[src/rtl/core/tccs_pkg.sv]
package tccs_pkg;

   // Field widths of the request and response channels
   localparam int COMMAND_W    = 2;
   localparam int CHAR_W       = 8;
   localparam int ATTR_W       = 8;
   localparam int CELL_ADDR_W  = 11;
   localparam int COLUMN_OUT_W = 7;
   localparam int ROW_OUT_W    = 5;
   localparam int OFFSET_W     = 11;

   // Request command codes
   localparam logic [COMMAND_W-1:0] CMD_PUT   = 2'd0;
   localparam logic [COMMAND_W-1:0] CMD_READ  = 2'd1;
   localparam logic [COMMAND_W-1:0] CMD_CLEAR = 2'd2;

   // Control characters
   localparam logic [CHAR_W-1:0] CH_BACKSPACE = 8'h08;
   localparam logic [CHAR_W-1:0] CH_CR        = 8'h0D;
   localparam logic [CHAR_W-1:0] CH_LF        = 8'h0A;

   localparam logic [ATTR_W-1:0] ATTR_RESET = 8'd7;

   // Start point of a store sweep
   typedef enum logic [1:0] {
      SWEEP_ZERO,
      SWEEP_COPY,
      SWEEP_LAST_ROW
   } sweep_sel_type;

   // Controller to datapath
   typedef struct packed {
      logic          load_req;
      logic          exec_put;
      logic          read_issue;
      logic          cursor_home;
      logic          sweep_load;
      sweep_sel_type sweep_sel;
      logic          sweep_step;
      logic          fill_write;
      logic          fill_attr_zero;
      logic          full_range;
      logic          copy_read;
      logic          out_load;
   } dp_cmd_type;

   // Datapath to controller
   typedef struct packed {
      logic [COMMAND_W-1:0] command;
      logic                 will_scroll;
      logic                 sweep_last;
   } dp_status_type;

endpackage

[src/rtl/core/tccs_control.sv]
module tccs_control (
   input  logic                    clock,
   input  logic                    reset,
   input  logic                    req_valid,
   output logic                    req_ready,
   output logic                    rsp_valid,
   input  logic                    rsp_ready,
   output tccs_pkg::dp_cmd_type    dp_cmd,
   input  tccs_pkg::dp_status_type dp_status
);
   import tccs_pkg::*;

   typedef enum logic [2:0] {
      S_INIT,
      S_IDLE,
      S_EXEC,
      S_COPY,
      S_DRAIN,
      S_FILL,
      S_DONE
   } state_type;

   state_type state_ff, state_in;
   logic      rsp_valid_ff, rsp_valid_in;

   // State and response valid
   always_ff @(posedge clock) begin
      if (reset) begin
         state_ff     <= S_INIT;
         rsp_valid_ff <= 1'b0;
      end else begin
         state_ff     <= state_in;
         rsp_valid_ff <= rsp_valid_in;
      end
   end

   // Next state and datapath commands
   always_comb begin
      dp_cmd       = '0;
      state_in     = state_ff;
      rsp_valid_in = rsp_valid_ff && !rsp_ready;
      unique case (state_ff)
         S_INIT: begin
            // clear the whole store after reset
            dp_cmd.fill_write     = 1'b1;
            dp_cmd.fill_attr_zero = 1'b1;
            dp_cmd.full_range     = 1'b1;
            dp_cmd.sweep_step     = 1'b1;
            if (dp_status.sweep_last) begin
               state_in = S_IDLE;
            end
         end
         S_IDLE: begin
            if (req_valid) begin
               dp_cmd.load_req = 1'b1;
               state_in        = S_EXEC;
            end
         end
         S_EXEC: begin
            unique case (dp_status.command)
               CMD_PUT: begin
                  dp_cmd.exec_put = 1'b1;
                  if (dp_status.will_scroll) begin
                     dp_cmd.sweep_load = 1'b1;
                     dp_cmd.sweep_sel  = SWEEP_COPY;
                     state_in          = S_COPY;
                  end else begin
                     state_in = S_DONE;
                  end
               end
               CMD_READ: begin
                  dp_cmd.read_issue = 1'b1;
                  state_in          = S_DONE;
               end
               CMD_CLEAR: begin
                  dp_cmd.cursor_home = 1'b1;
                  dp_cmd.sweep_load  = 1'b1;
                  dp_cmd.sweep_sel   = SWEEP_ZERO;
                  state_in           = S_FILL;
               end
               default: begin
                  state_in = S_DONE;
               end
            endcase
         end
         S_COPY: begin
            // move rows up by one, one cell a cycle
            dp_cmd.copy_read  = 1'b1;
            dp_cmd.sweep_step = 1'b1;
            if (dp_status.sweep_last) begin
               state_in = S_DRAIN;
            end
         end
         S_DRAIN: begin
            // last copy write lands here; then blank the row above the bottom
            dp_cmd.sweep_load = 1'b1;
            dp_cmd.sweep_sel  = SWEEP_LAST_ROW;
            state_in          = S_FILL;
         end
         S_FILL: begin
            dp_cmd.fill_write = 1'b1;
            dp_cmd.sweep_step = 1'b1;
            if (dp_status.sweep_last) begin
               state_in = S_DONE;
            end
         end
         S_DONE: begin
            if (!rsp_valid_ff || rsp_ready) begin
               dp_cmd.out_load = 1'b1;
               rsp_valid_in    = 1'b1;
               state_in        = S_IDLE;
            end
         end
         default: begin
            state_in = S_IDLE;
         end
      endcase
   end

   assign req_ready = (state_ff == S_IDLE);
   assign rsp_valid = rsp_valid_ff;

endmodule

[config.mk]
export PLATFORM = sky130hd
export DESIGN_NAME = tccs_control
export DESIGN_NICKNAME = d
export VERILOG_FILES = /design/src/rtl/core/tccs_pkg.sv /design/src/rtl/core/tccs_control.sv
export SDC_FILE = /design/constraint.sdc
export NUM_CORES = 1
export LEC_CHECK = 0
export BUFFER_PORTS_ARGS = -buffer_cell sky130_fd_sc_hd__buf_2
export CAP_MARGIN = 40
export CELL_PAD_IN_SITES_DETAIL_PLACEMENT = 2
export CELL_PAD_IN_SITES_GLOBAL_PLACEMENT = 2
export CORE_AREA = 2 2 45 47
export DETAILED_ROUTE_END_ITERATION = 7
export DIE_AREA = 0 0 47 49
export GPL_ROUTABILITY_DRIVEN = 1
export PLACE_DENSITY_LB_ADDON = 0.1
export SLEW_MARGIN = 20
export SYNTH_ARGS = -nofsm -noshare
export SYNTH_HDL_FRONTEND = slang
export SYNTH_SLANG_ARGS = --single-unit
export TNS_END_PERCENT = 100
[constraint.sdc]
create_clock -name clock -period 2.4 [get_ports clock]
set_clock_uncertainty 0.05 [all_clocks]
set_input_delay 0.36 -clock clock [delete_from_list [all_inputs] [get_ports clock]]
set_output_delay 0.36 -clock clock [all_outputs]
set_load 0.02 [all_outputs]
# ---- Word level (Yosys, flattened, before mapping)
# Index checks and enable logic that the tools add are counted.
dict set report word_totals {
  register_bits 4
  input_bits 8
  output_inout_bits 15
  wordCells 49
}
dict set report classes {
  eq_ne 13
  n_mux 25
  reduce_logical 9
}
# operator n
set ops {}
lappend ops {{$mux 3} 8}
lappend ops {{$pmux 3 s7} 1}
lappend ops {{$pmux 3 s2} 3}
lappend ops {{$mux 1} 12}
lappend ops {{$ne 2x2->1 const B} 5}
lappend ops {{$eq 3x3->1 const B} 3}
lappend ops {{$eq 3x2->1 const B} 2}
lappend ops {{$reduce_and 5->1} 1}
lappend ops {{$eq 3x1->1 const B} 1}
lappend ops {{$logic_not 3->1} 1}
lappend ops {{$reduce_or 3->1} 1}
lappend ops {{$eq 2x1->1 const B} 1}
lappend ops {{$eq 2x2->1 const B} 1}
lappend ops {{$logic_not 1->1} 2}
lappend ops {{$logic_not 2->1} 1}
lappend ops {{$mux 2} 1}
lappend ops {{$reduce_or 2->1} 1}
lappend ops {{$logic_and 1x1->1} 1}
lappend ops {{$logic_or 1x1->1} 1}

# ---- Logic depth before layout (Yosys ltp)
# Gate-level depths: netlist of run 1.
dict set report logic_depth {
  depth_word 4
  depth_mapped 5
  ltp_nobuf 4
}

# ---- Worst setup path before layout of run 1
# Ideal clock, no wire load.
dict set report synth_path {
  path_type {flip-flop to output port}
  startpoint {register state_ff[2]}
  endpoint {output dp_cmd[6] in the netlist's numbering}
  t_arrival_ps 1436
  t_required_ps 1990
  path_slack_ps 554
  stages_incl_launch_ff 5
  cell_sequence {dfxtp_1 > buf_6 > or3b_4 > nor3_2 > and2_1}
}
# element line_no
set synth_lines {}
lappend synth_lines {{start, declared} tccs_control.sv:23} ;# state_type state_ff, state_in;
lappend synth_lines {{start signal, assigned} tccs_control.sv:32} ;# state_ff <= state_in;
lappend synth_lines {{end, declared} tccs_control.sv:8} ;# output tccs_pkg::dp_cmd_type dp_cmd,

==> flow_summary.yaml, run 1 <==
status:
  status: "finished clean"
job:
  drv_cap: 0
sta:
  hold_ws_ns: 0.2991
  timing.final.crit_share_pct: 87.20
  drv_slew: 0
  finalSetupTns_ns: 0
  hold_viol_final: 0
  rsz0062_at_grt: "false"
  slew_headroom_pct: 70.50
  finalSetupViolCount: 0
  worst_pin_slew_ns: 0.4419
  fmax_ghz: 0.4778
  period_minus_slack_ns: 2.093
clocking:
  post_cts_buffers: 0
  numCtsBuffers: 3
  cts_root_buf: "clkbuf_4"
  cts.repair.resized: 0
  cts.sinks: 4
  cts_tree: "done"
  clock_latency_ns: 0.23
  holdBufCountCts: 0
  cts_htree_levels: 1
  cts_max_path_buffers: 2
  cts.clk_slew.worst_paths_ns: 0.03
synth:
  netlist-cell-type-count: 30
  synth-seq-cells: 4
  synth_nets: 59
  yosys.area.top_type: "dfxtp_1"
  netlist_instances: 51
  ys_top_cells_by_area: "dfxtp_1 (21%), a21oi_1 (7.8%), nor2_1 (5.8%)"
  synth.top_cell.area_share_pct: 20.71
  ys_seq_area_share_pct: 20.71
  yosys_warnings: 0
  netlist_area_sq_um: 386.6
  syn_area_per_cell_sq_um: 7.581
setup_path:
  reg2reg_depth: 4
  cp_max_fo: 13
  crit_family: "simple AND/OR/NAND/NOR gates"
  rrSetupSlack_ns: 0.85
  cp.required_ns: 1.99
  endpoint_kind: "primary output"
  cp_slowest_cell: "dfxtp_1"
  crit_buf_inv: 1
  crit_type: "flop to primary output"
  critical_path.max_stage_delay_ns: 0.57
  crit_chain: "or3b_4 > nor3_2 > and2_1 > buf_2"
  critPathArrivalTime_ns: 1.68
  critPathLaunch: "state_ff[1]$_SDFFE_PP0P_"
  reg2reg_to: "state_ff[1]$_SDFFE_PP0P_"
  critPathLaunchType: "flop"
  reg2reg_from: "state_ff[0]$_SDFFE_PP0P_"
power:
  vdd_drop_max_mv: 0.3308
  leakage_nw: 0.2496
  powerDensity_nw_per_um2: 720.7
grt:
  grt_max_degree: 14
  grt_pass1_wl_mm: 1.904
  grt_pass1_vias: 447
  antenna_found_initial: 0
  grt-ovfl-total: 0
  grt.total_usage_pct: 10.97
floorplanning:
  rows: 16
  ios: 23
  start_util_pct: 20.99
  die-width_microns: 47
  die-area_sq_um: 2303
  dieHeight_microns: 49
  design.core.area_sq_um: 1842
finish:
  final_nets: 82
  final_util_pct: 28.46
  layout_common_cells: "buf_2 (22), nor2_1 (6), a21oi_1 (6)"
  drive_gt1_share_pct: 43.06
  layout_commonest_cell: "buf_2"
  diodes: 0
  instances_no_fill: 99
  areaGrowthSynthToFinish_pct: 35.60
  fillCellCount: 239
  stdcell_area_sq_um: 524.3
drt:
  vias: 451
  ant_nets: 0
  viasPerCell: 4.556
  routedWlPerCell_microns: 11.30
  drcViolationCount: 0
  drtIter0Drc: 5
  wirelength_mm: 1.119
  dr.pass1.iters: 2
min_path:
  hold_depth: 2
  whs_endpoint: "state_ff[1]$_SDFFE_PP0P_"
  min_from: "reset"
  hold_class: "primary input to flop"
placed_design:
  dp_hpwl_microns: 895.4
  routabilityCongestion: 0.6474
  placed_cells: 96
  place.port_buffers: 22
  placed_area_sq_um: 501.7
==> how the worst max path moves through the flow <==
| stage | end | cells after the start | slack [ns] |
|---|---|---|---|
| finish | dp_cmd[6] | 4 | 0.31 |
| global route | dp_cmd[6] | 4 | 0.19 |
| CTS | dp_cmd[6] | 4 | 0.29 |
| detailed placement | dp_cmd[6] | 4 | 0.54 |
| global placement | dp_cmd[6] | 4 | 0.58 |
| floorplan | dp_cmd[6] | 4 | 0.55 |
==> stage by stage <==
| stage | total power (W) | worst slack, ns |
|---|---|---|
| after floorplan | 0.0002520 | 0.5536 |
| after global placement | 0.0003007 | 0.5804 |
| after detailed placement | 0.0003029 | 0.5392 |
| after CTS | 0.0003879 | 0.2852 |
| after global routing | 0.0004183 | 0.1876 |
| final | 0.0003778 | 0.3072 |
==> synthesized netlist by cell type, drive strengths merged <==
library cell  n
inv           2
a21oi         6
o21bai        1
o221ai        1
nand2b        3
nor2b         3
nor3          3
o22ai         1
a22oi         1
o32a          1
nor2          7
nor3b         2
o2bb2ai       1
a21o          1
nor4b         1
buf           4
xor2          1
or2           2
dfxtp         4
o21ai         1
nand3b        1
and2          2
or3b          1
mux2i         1
==> cells by family after synthesis <==
group / share of synthesized area (%)
simple gates: 39.81
xor+xnor: 2.266
compound gates: 25.24
mux: 2.589
buf+inv: 9.384
flops: 20.71
==> power breakdown <==
part           leakage, nW  internal, W  switching [W]
Sequential          0.0327    0.0000755      0.0000284
Clock               0.0138    0.0000557      0.0000236
Combinational        0.203    0.0000785       0.000116
Total                0.250     0.000210       0.000168
==> per-layer routing <==
| metal | vias to the layer above | track usage [%] | wire [microns] |
|---|---|---|---|
| li1 | 222 | - | - |
| met1 | 214 | 14.38 | 516 |
| met2 | 15 | 17.12 | 550 |
| met3 | 0 | 1.111 | 51 |
| met4 | 0 | 5.556 | 0 |
| met5 | - | 0 | 0 |
==> worst reg2reg max path, stage by stage (launching register included) <==
cell      delay [ns]
dfxtp_1         0.58
nand2b_1        0.22
o32a_1          0.36
a22oi_1         0.18
nor2_2          0.04
==> cell type report <==
type                       instances  area [sq um]  area share (%)
timing repair buffer              22         110.1           21.00
sequential                         4         80.08           15.27
clock buffer                       3         22.52           4.296
inverter                           2         7.507           1.432
multi-input combinational         41         270.3           51.55
tap                               27         33.78           6.444
==> registers in the layout, indices dropped and copies added, names as in the netlist <==
name,flops
state_ff,3
rsp_valid,1
Power figures use the tool's default switching activity.
==> run 2, diff against run 1 <==
--- a/config.mk
+++ b/config.mk
@@ -9,11 +9,12 @@
 export CAP_MARGIN = 40
 export CELL_PAD_IN_SITES_DETAIL_PLACEMENT = 2
 export CELL_PAD_IN_SITES_GLOBAL_PLACEMENT = 2
-export CORE_AREA = 2 2 45 47
+export CORE_AREA = 8 8 53 55
 export DETAILED_ROUTE_END_ITERATION = 7
-export DIE_AREA = 0 0 47 49
+export DIE_AREA = 0 0 61 63
 export GPL_ROUTABILITY_DRIVEN = 1
 export PLACE_DENSITY_LB_ADDON = 0.1
+export REMOVE_ABC_BUFFERS = 1
 export SLEW_MARGIN = 20
 export SYNTH_ARGS = -nofsm -noshare
 export SYNTH_HDL_FRONTEND = slang
==> constraint.sdc (replaced) <==
create_clock -name clock -period 2.35 [get_ports clock]
set_clock_uncertainty 0.05 [all_clocks]
set_input_delay 0.3525 -clock clock [delete_from_list [all_inputs] [get_ports clock]]
set_output_delay 0.3525 -clock clock [all_outputs]
set_load 0.02 [all_outputs]
==> run 2 against run 1 <==
  * Routed wire length grew 14%
  * Final area grew 1.7%
  * Critical path depth is the same
  * First-iteration DRC count shrank 100%
  * Via count shrank 2.2%
  * Die area grew 67%
  * Global-route usage shrank 4.1 points
  * Critical path type unchanged
==> flow_summary.yaml, run 2 (same netlist as run 1, synthesis figures left out) <==
status:
  status: "finished clean"
drt:
  top_layer: "met4"
  drcViolationCount: 0
  drtIter0Drc: 0
  wirelength_mm: 1.277
  ant_nets: 0
  dr.pass1.iters: 1
  wl_met1_microns: 556
  wl_met3_microns: 61
  vias: 441
  routedWlPerCell_microns: 12.64
  viasPerCell: 4.366
  dr_wl_met2_microns: 631
sta:
  setup_slack_ns: 0.3955
  hold_ws_ns: 0.2883
  period_minus_slack_ns: 1.954
  fmax_ghz: 0.5117
  slew_headroom_pct: 72.59
  hold_viol_final: 0
  timing.final.crit_share_pct: 83.17
  finalSetupViolCount: 0
  drv_slew: 0
  rsz0062_at_grt: "false"
  finalSetupTns_ns: 0
  worst_pin_slew_ns: 0.4106
power:
  powerDensity_nw_per_um2: 738.2
  leakage_nw: 0.2549
  intPower_w: 0.0002175
  p_switching_w: 0.0001759
  pwr-share-seq_pct: 24.6
  p_clk_share_pct: 21.4
  netSwitchingFraction_pct: 44.71
  fin_total_pwr_w: 0.0003935
  power_frac_comb_pct: 54.0
  vdd_drop_max_mv: 0.2595
grt:
  grt_max_degree: 13
  grt_pass1_vias: 471
  grt.total_usage_pct: 6.913
  grt_pass1_wl_mm: 2.111
  antenna_found_initial: 0
  grt-ovfl-total: 0
floorplanning:
  ios: 23
  die-area_sq_um: 3843
  die-width_microns: 61
  design.core.area_sq_um: 2063
  start_util_pct: 18.74
  rows: 17
  dieHeight_microns: 63
setup_path:
  critPathLaunchType: "flop"
  reg2reg_from: "state_ff[0]$_SDFFE_PP0P_"
  cp_max_fo: 12
  critPathArrivalTime_ns: 1.55
  crit_type: "flop to primary output"
  endpoint_kind: "primary output"
  rrSetupSlack_ns: 0.83
  reg2reg_to: "state_ff[1]$_SDFFE_PP0P_"
  cp.required_ns: 1.95
  reg2reg_depth: 4
clocking:
  cts.sinks: 4
  cts_htree_levels: 1
  holdBufCountCts: 0
  cts_max_path_buffers: 2
  cts_root_buf: "clkbuf_4"
  cts.repair.resized: 0
  numCtsBuffers: 3
  cts.clk_slew.worst_paths_ns: 0.04
  clock_latency_ns: 0.23
  post_cts_buffers: 0
  cts_tree: "done"
finish:
  areaGrowthSynthToFinish_pct: 37.86
  largest_register: "state_ff"
  layout_common_cells: "buf_2 (22), nor2_1 (6), a21oi_1 (6)"
  drive_gt1_share_pct: 43.84
  largest_reg_flops: 3
  diodes: 0
  final_nets: 83
  stdcell_area_sq_um: 533.0
  layout_commonest_cell: "buf_2"
placed_design:
  placed_area_sq_um: 510.5
  place_ws_ns: 0.6257
  place.port_buffers: 22
  routabilityCongestion: 0.6221
  dp_hpwl_mm: 1.062
min_path:
  whs_endpoint: "state_ff[1]$_SDFFE_PP0P_"
  min_from: "reset"
  hold_depth: 2
  hold_class: "primary input to flop"
job:
  drv_cap: 0
==> run 2: cell types whose count changed in the layout (fill, tap and decap cells not counted) <==
cell,before,now
buf_4,0,1
==> run 2: layout make-up <==
type / instances / area [sq um]
repair buffers: 23 / 117.6
fillers: 258 / 1530
inverters: 2 / 7.507
multi-input cells: 41 / 270.3
clock buffers: 3 / 22.52
flip-flops and latches: 4 / 80.08
well taps: 28 / 35.03
==> run 2: worst max path at each step <==
stage	slack (ns)	end	from
floorplan	0.41	dp_cmd[6]	state_ff[1]$_SDFFE_PP0P_
global placement	0.65	dp_cmd[6]	state_ff[0]$_SDFFE_PP0P_
detailed placement	0.63	dp_cmd[6]	state_ff[0]$_SDFFE_PP0P_
CTS	0.37	dp_cmd[6]	state_ff[0]$_SDFFE_PP0P_
global route	0.29	dp_cmd[6]	state_ff[0]$_SDFFE_PP0P_
finish	0.40	dp_cmd[6]	state_ff[0]$_SDFFE_PP0P_
==> run 2: worst max-delay path: stages, from the launching register on <==
cell and delay [ns]:
dfxtp_1 0.42, or3b_4 0.48, nor3_2 0.12, and2_1 0.14, buf_2 0.16
==> run 2: stage by stage <==
stage                     util (%)  std cells
final                        25.83        101
after global routing         25.83        101
after CTS                    25.83        101
after detailed placement     24.74         98
after global placement       24.74         98
after floorplan                  -         47
==> run 2: power by group through the flow <==
stage,clock (W),combinational [W],sequential (W)
final,0.0000842,0.000212,0.0000969
after global routing,0.0000934,0.000232,0.000101
after CTS,0.0000907,0.000219,0.0000972
after detailed placement,0,0.000219,0.0000984
after global placement,0,0.000216,0.0000987
after floorplan,0,0.000140,0.0000985
==> run 2: routing by layer <==
metal	vias up	GRT usage (%)
li1	225	-
met1	202	7.480
met3	4	1.029
met4	0	5.248
met2	10	11.38
met5	-	0
==> run 3, diff against run 2 <==
--- a/config.mk
+++ b/config.mk
@@ -9,9 +9,9 @@
 export CAP_MARGIN = 40
 export CELL_PAD_IN_SITES_DETAIL_PLACEMENT = 2
 export CELL_PAD_IN_SITES_GLOBAL_PLACEMENT = 2
-export CORE_AREA = 8 8 53 55
+export CORE_AREA = 8 8 56 58
 export DETAILED_ROUTE_END_ITERATION = 7
-export DIE_AREA = 0 0 61 63
+export DIE_AREA = 0 0 64 66
 export GPL_ROUTABILITY_DRIVEN = 1
 export PLACE_DENSITY_LB_ADDON = 0.1
 export REMOVE_ABC_BUFFERS = 1
==> constraint.sdc (replaced) <==
create_clock -name clock -period 1.73 [get_ports clock]
set_clock_uncertainty 0.05 [all_clocks]
set_input_delay 0.2595 -clock clock [delete_from_list [all_inputs] [get_ports clock]]
set_output_delay 0.2595 -clock clock [all_outputs]
set_load 0.02 [all_outputs]
==> run 3 against run 2 <==
  * Global-route usage is 0.31 points higher
  * Largest cell class unchanged
  * Utilization is 0.60 points higher
  * Final cell count is 6.9% higher
  * Hold slack worse by 0.094 ns
  * Sequential cell count stayed put
  * Routed wire length is 13% higher
  * Worst setup slack worse by 0.38 ns
  * Sequential power is 21% higher
  * Combinational power is 66% higher
==> flow_summary.yaml, run 3 (same netlist as run 1, synthesis figures left out) <==
status:
  status: "finished clean"
setup_path:
  cp_max_fo: 4
  endpoint_kind: "primary output"
  crit_buf_inv: 1
  reg2reg_from: "state_ff[2]$_SDFFE_PP0P_"
  crit_type: "flop to primary output"
  cp.required_ns: 1.42
  reg2reg_to: "state_ff[1]$_SDFFE_PP0P_"
  crit_chain: "or3b_4 > nor3_4 > and2_4 > buf_6"
  reg2reg_depth: 5
  critPathLaunchType: "flop"
  critical_path.max_stage_delay_ns: 0.43
  critPathArrivalTime_ns: 1.40
  rrSetupSlack_ns: 0.26
  cp_slowest_cell: "or3b_4"
  crit_family: "simple AND/OR/NAND/NOR gates"
  critPathLaunch: "state_ff[0]$_SDFFE_PP0P_"
floorplanning:
  rows: 18
  ios: 23
  die-area_sq_um: 4224
  dieHeight_microns: 66
  start_util_pct: 16.67
  design.core.area_sq_um: 2320
  die-width_microns: 64
sta:
  worst_pin_slew_ns: 0.3028
  timing.final.crit_share_pct: 98.99
  drv_slew: 0
  fmax_ghz: 0.5839
  hold_viol_final: 0
  rsz0062_at_grt: "true"
  slew_headroom_pct: 79.66
  finalSetupViolCount: 0
  period_minus_slack_ns: 1.713
clocking:
  cts_root_buf: "clkbuf_4"
  cts.sinks: 4
  cts_max_path_buffers: 2
  holdBufCountCts: 0
  cts_tree: "done"
  cts_htree_levels: 1
  cts.clk_slew.worst_paths_ns: 0.04
  numCtsBuffers: 3
  clock_latency_ns: 0.24
finish:
  stdcell_area_sq_um: 613.1
  final_util_pct: 26.43
  layout_common_cells: "buf_2 (20), buf_4 (7), nor2_1 (6), a21oi_1 (6)"
  layout_commonest_cell: "buf_2"
  largest_register: "state_ff"
  final_nets: 88
  drive_gt1_share_pct: 55.13
  largest_reg_flops: 3
  diodes: 0
  areaGrowthSynthToFinish_pct: 58.58
power:
  intPower_w: 0.0003274
  p_switching_w: 0.0002591
  vdd_drop_max_mv: 0.3980
  netSwitchingFraction_pct: 44.17
  fin_total_pwr_w: 0.0005865
  pwr-share-seq_pct: 20.0
  power_frac_comb_pct: 59.9
  p_clk_share_pct: 20.1
  leakage_nw: 0.2886
  powerDensity_nw_per_um2: 956.7
job:
  drv_cap: 0
placed_design:
  placed_area_sq_um: 528.0
  routabilityCongestion: 0.6399
  place.port_buffers: 22
  dp_hpwl_mm: 1.162
drt:
  wirelength_mm: 1.447
  drcViolationCount: 0
  dr.pass1.iters: 2
  routedWlPerCell_microns: 13.40
  vias: 456
  drtIter0Drc: 7
  viasPerCell: 4.222
  ant_nets: 0
min_path:
  hold_class: "primary input to flop"
  hold_depth: 2
  whs_endpoint: "state_ff[2]$_SDFFE_PP0P_"
  min_from: "reset"
grt:
  grt.total_usage_pct: 7.225
  antenna_found_initial: 0
  grt-ovfl-total: 0
  grt_pass1_vias: 475
  grt_max_degree: 13
  grt_pass1_wl_mm: 2.408
run 3: changes by cell type in the layout (fill, tap and decap cells not counted), moves of 2 or more:
cell     previous run  this run
buf_2              22        20
dfxtp_1             4         2
dfxtp_4             0         2
buf_4               1         7
run 3: power groups by stage:
stage	combinational, W	clock, W	sequential [W]
2_1_floorplan	0.000191	0	0.000134
3_3_place_gp	0.000324	0	0.000124
3_5_place_dp	0.000319	0	0.000125
4_1_cts	0.000321	0.000126	0.000126
5_1_grt	0.000389	0.000131	0.000120
6_report	0.000352	0.000118	0.000117
run 3: how the worst max path moves through the flow:
stage                            to  slack, ns  cells past startpoint
final                     dp_cmd[6]       0.02                      4
after global placement    dp_cmd[6]       0.21                      4
after global routing      dp_cmd[6]      -0.04                      4
after floorplan           dp_cmd[6]      -0.12                      3
after detailed placement  dp_cmd[6]       0.18                      4
after CTS                 dp_cmd[6]      -0.03                      4
run 3: area by class of cell:
class | instances | area (sq um)
Clock buffer | 3 | 22.52
Fill cell | 287 | 1707
Inverter | 2 | 7.507
Multi-Input combinational cell | 41 | 294.0
Sequential cell | 4 | 87.58
Tap cell | 30 | 37.54
Timing Repair Buffer | 28 | 163.9
run 3: through the flow:
| step | setup slack [ns] | std cells | hold WS (ns) | TNS, ns |
|---|---|---|---|---|
| after floorplan | -0.1191 | 47 | 0.2764 | -0.2654 |
| final | 0.01743 | 108 | 0.1948 | 0 |
| after global routing | -0.03957 | 108 | 0.1950 | -0.06865 |
| after global placement | 0.2140 | 102 | 0.4361 | 0 |
| after CTS | -0.02809 | 105 | 0.1818 | -0.02809 |
| after detailed placement | 0.1801 | 102 | 0.4354 | 0 |
run 3: what timing repair did:
action / CTS / global route
buffers inserted: 0 / 3
gates cloned: 0 / 0
resized for setup: 4 / 8
endpoints found under the setup margin: 3 / 4
pin swaps: 0 / 1
run 3: worst register-to-register path: cells and delay by family (launching register included):
| family | cells | cell delay, ns |
|---|---|---|
| flops | 1 | 0.35 |
| simple gates | 2 | 0.26 |
| compound gates | 2 | 0.56 |
| buf+inv | 1 | 0.14 |
run 3: routing by layer:
metal / global-route usage (%) / wire length (microns) / part of all wire (%)
met5: 0 / 0 / 0
met3: 2.542 / 78 / 5.4
met4: 3.343 / 0 / 0
met2: 11.42 / 679 / 47
met1: 8.566 / 689 / 48
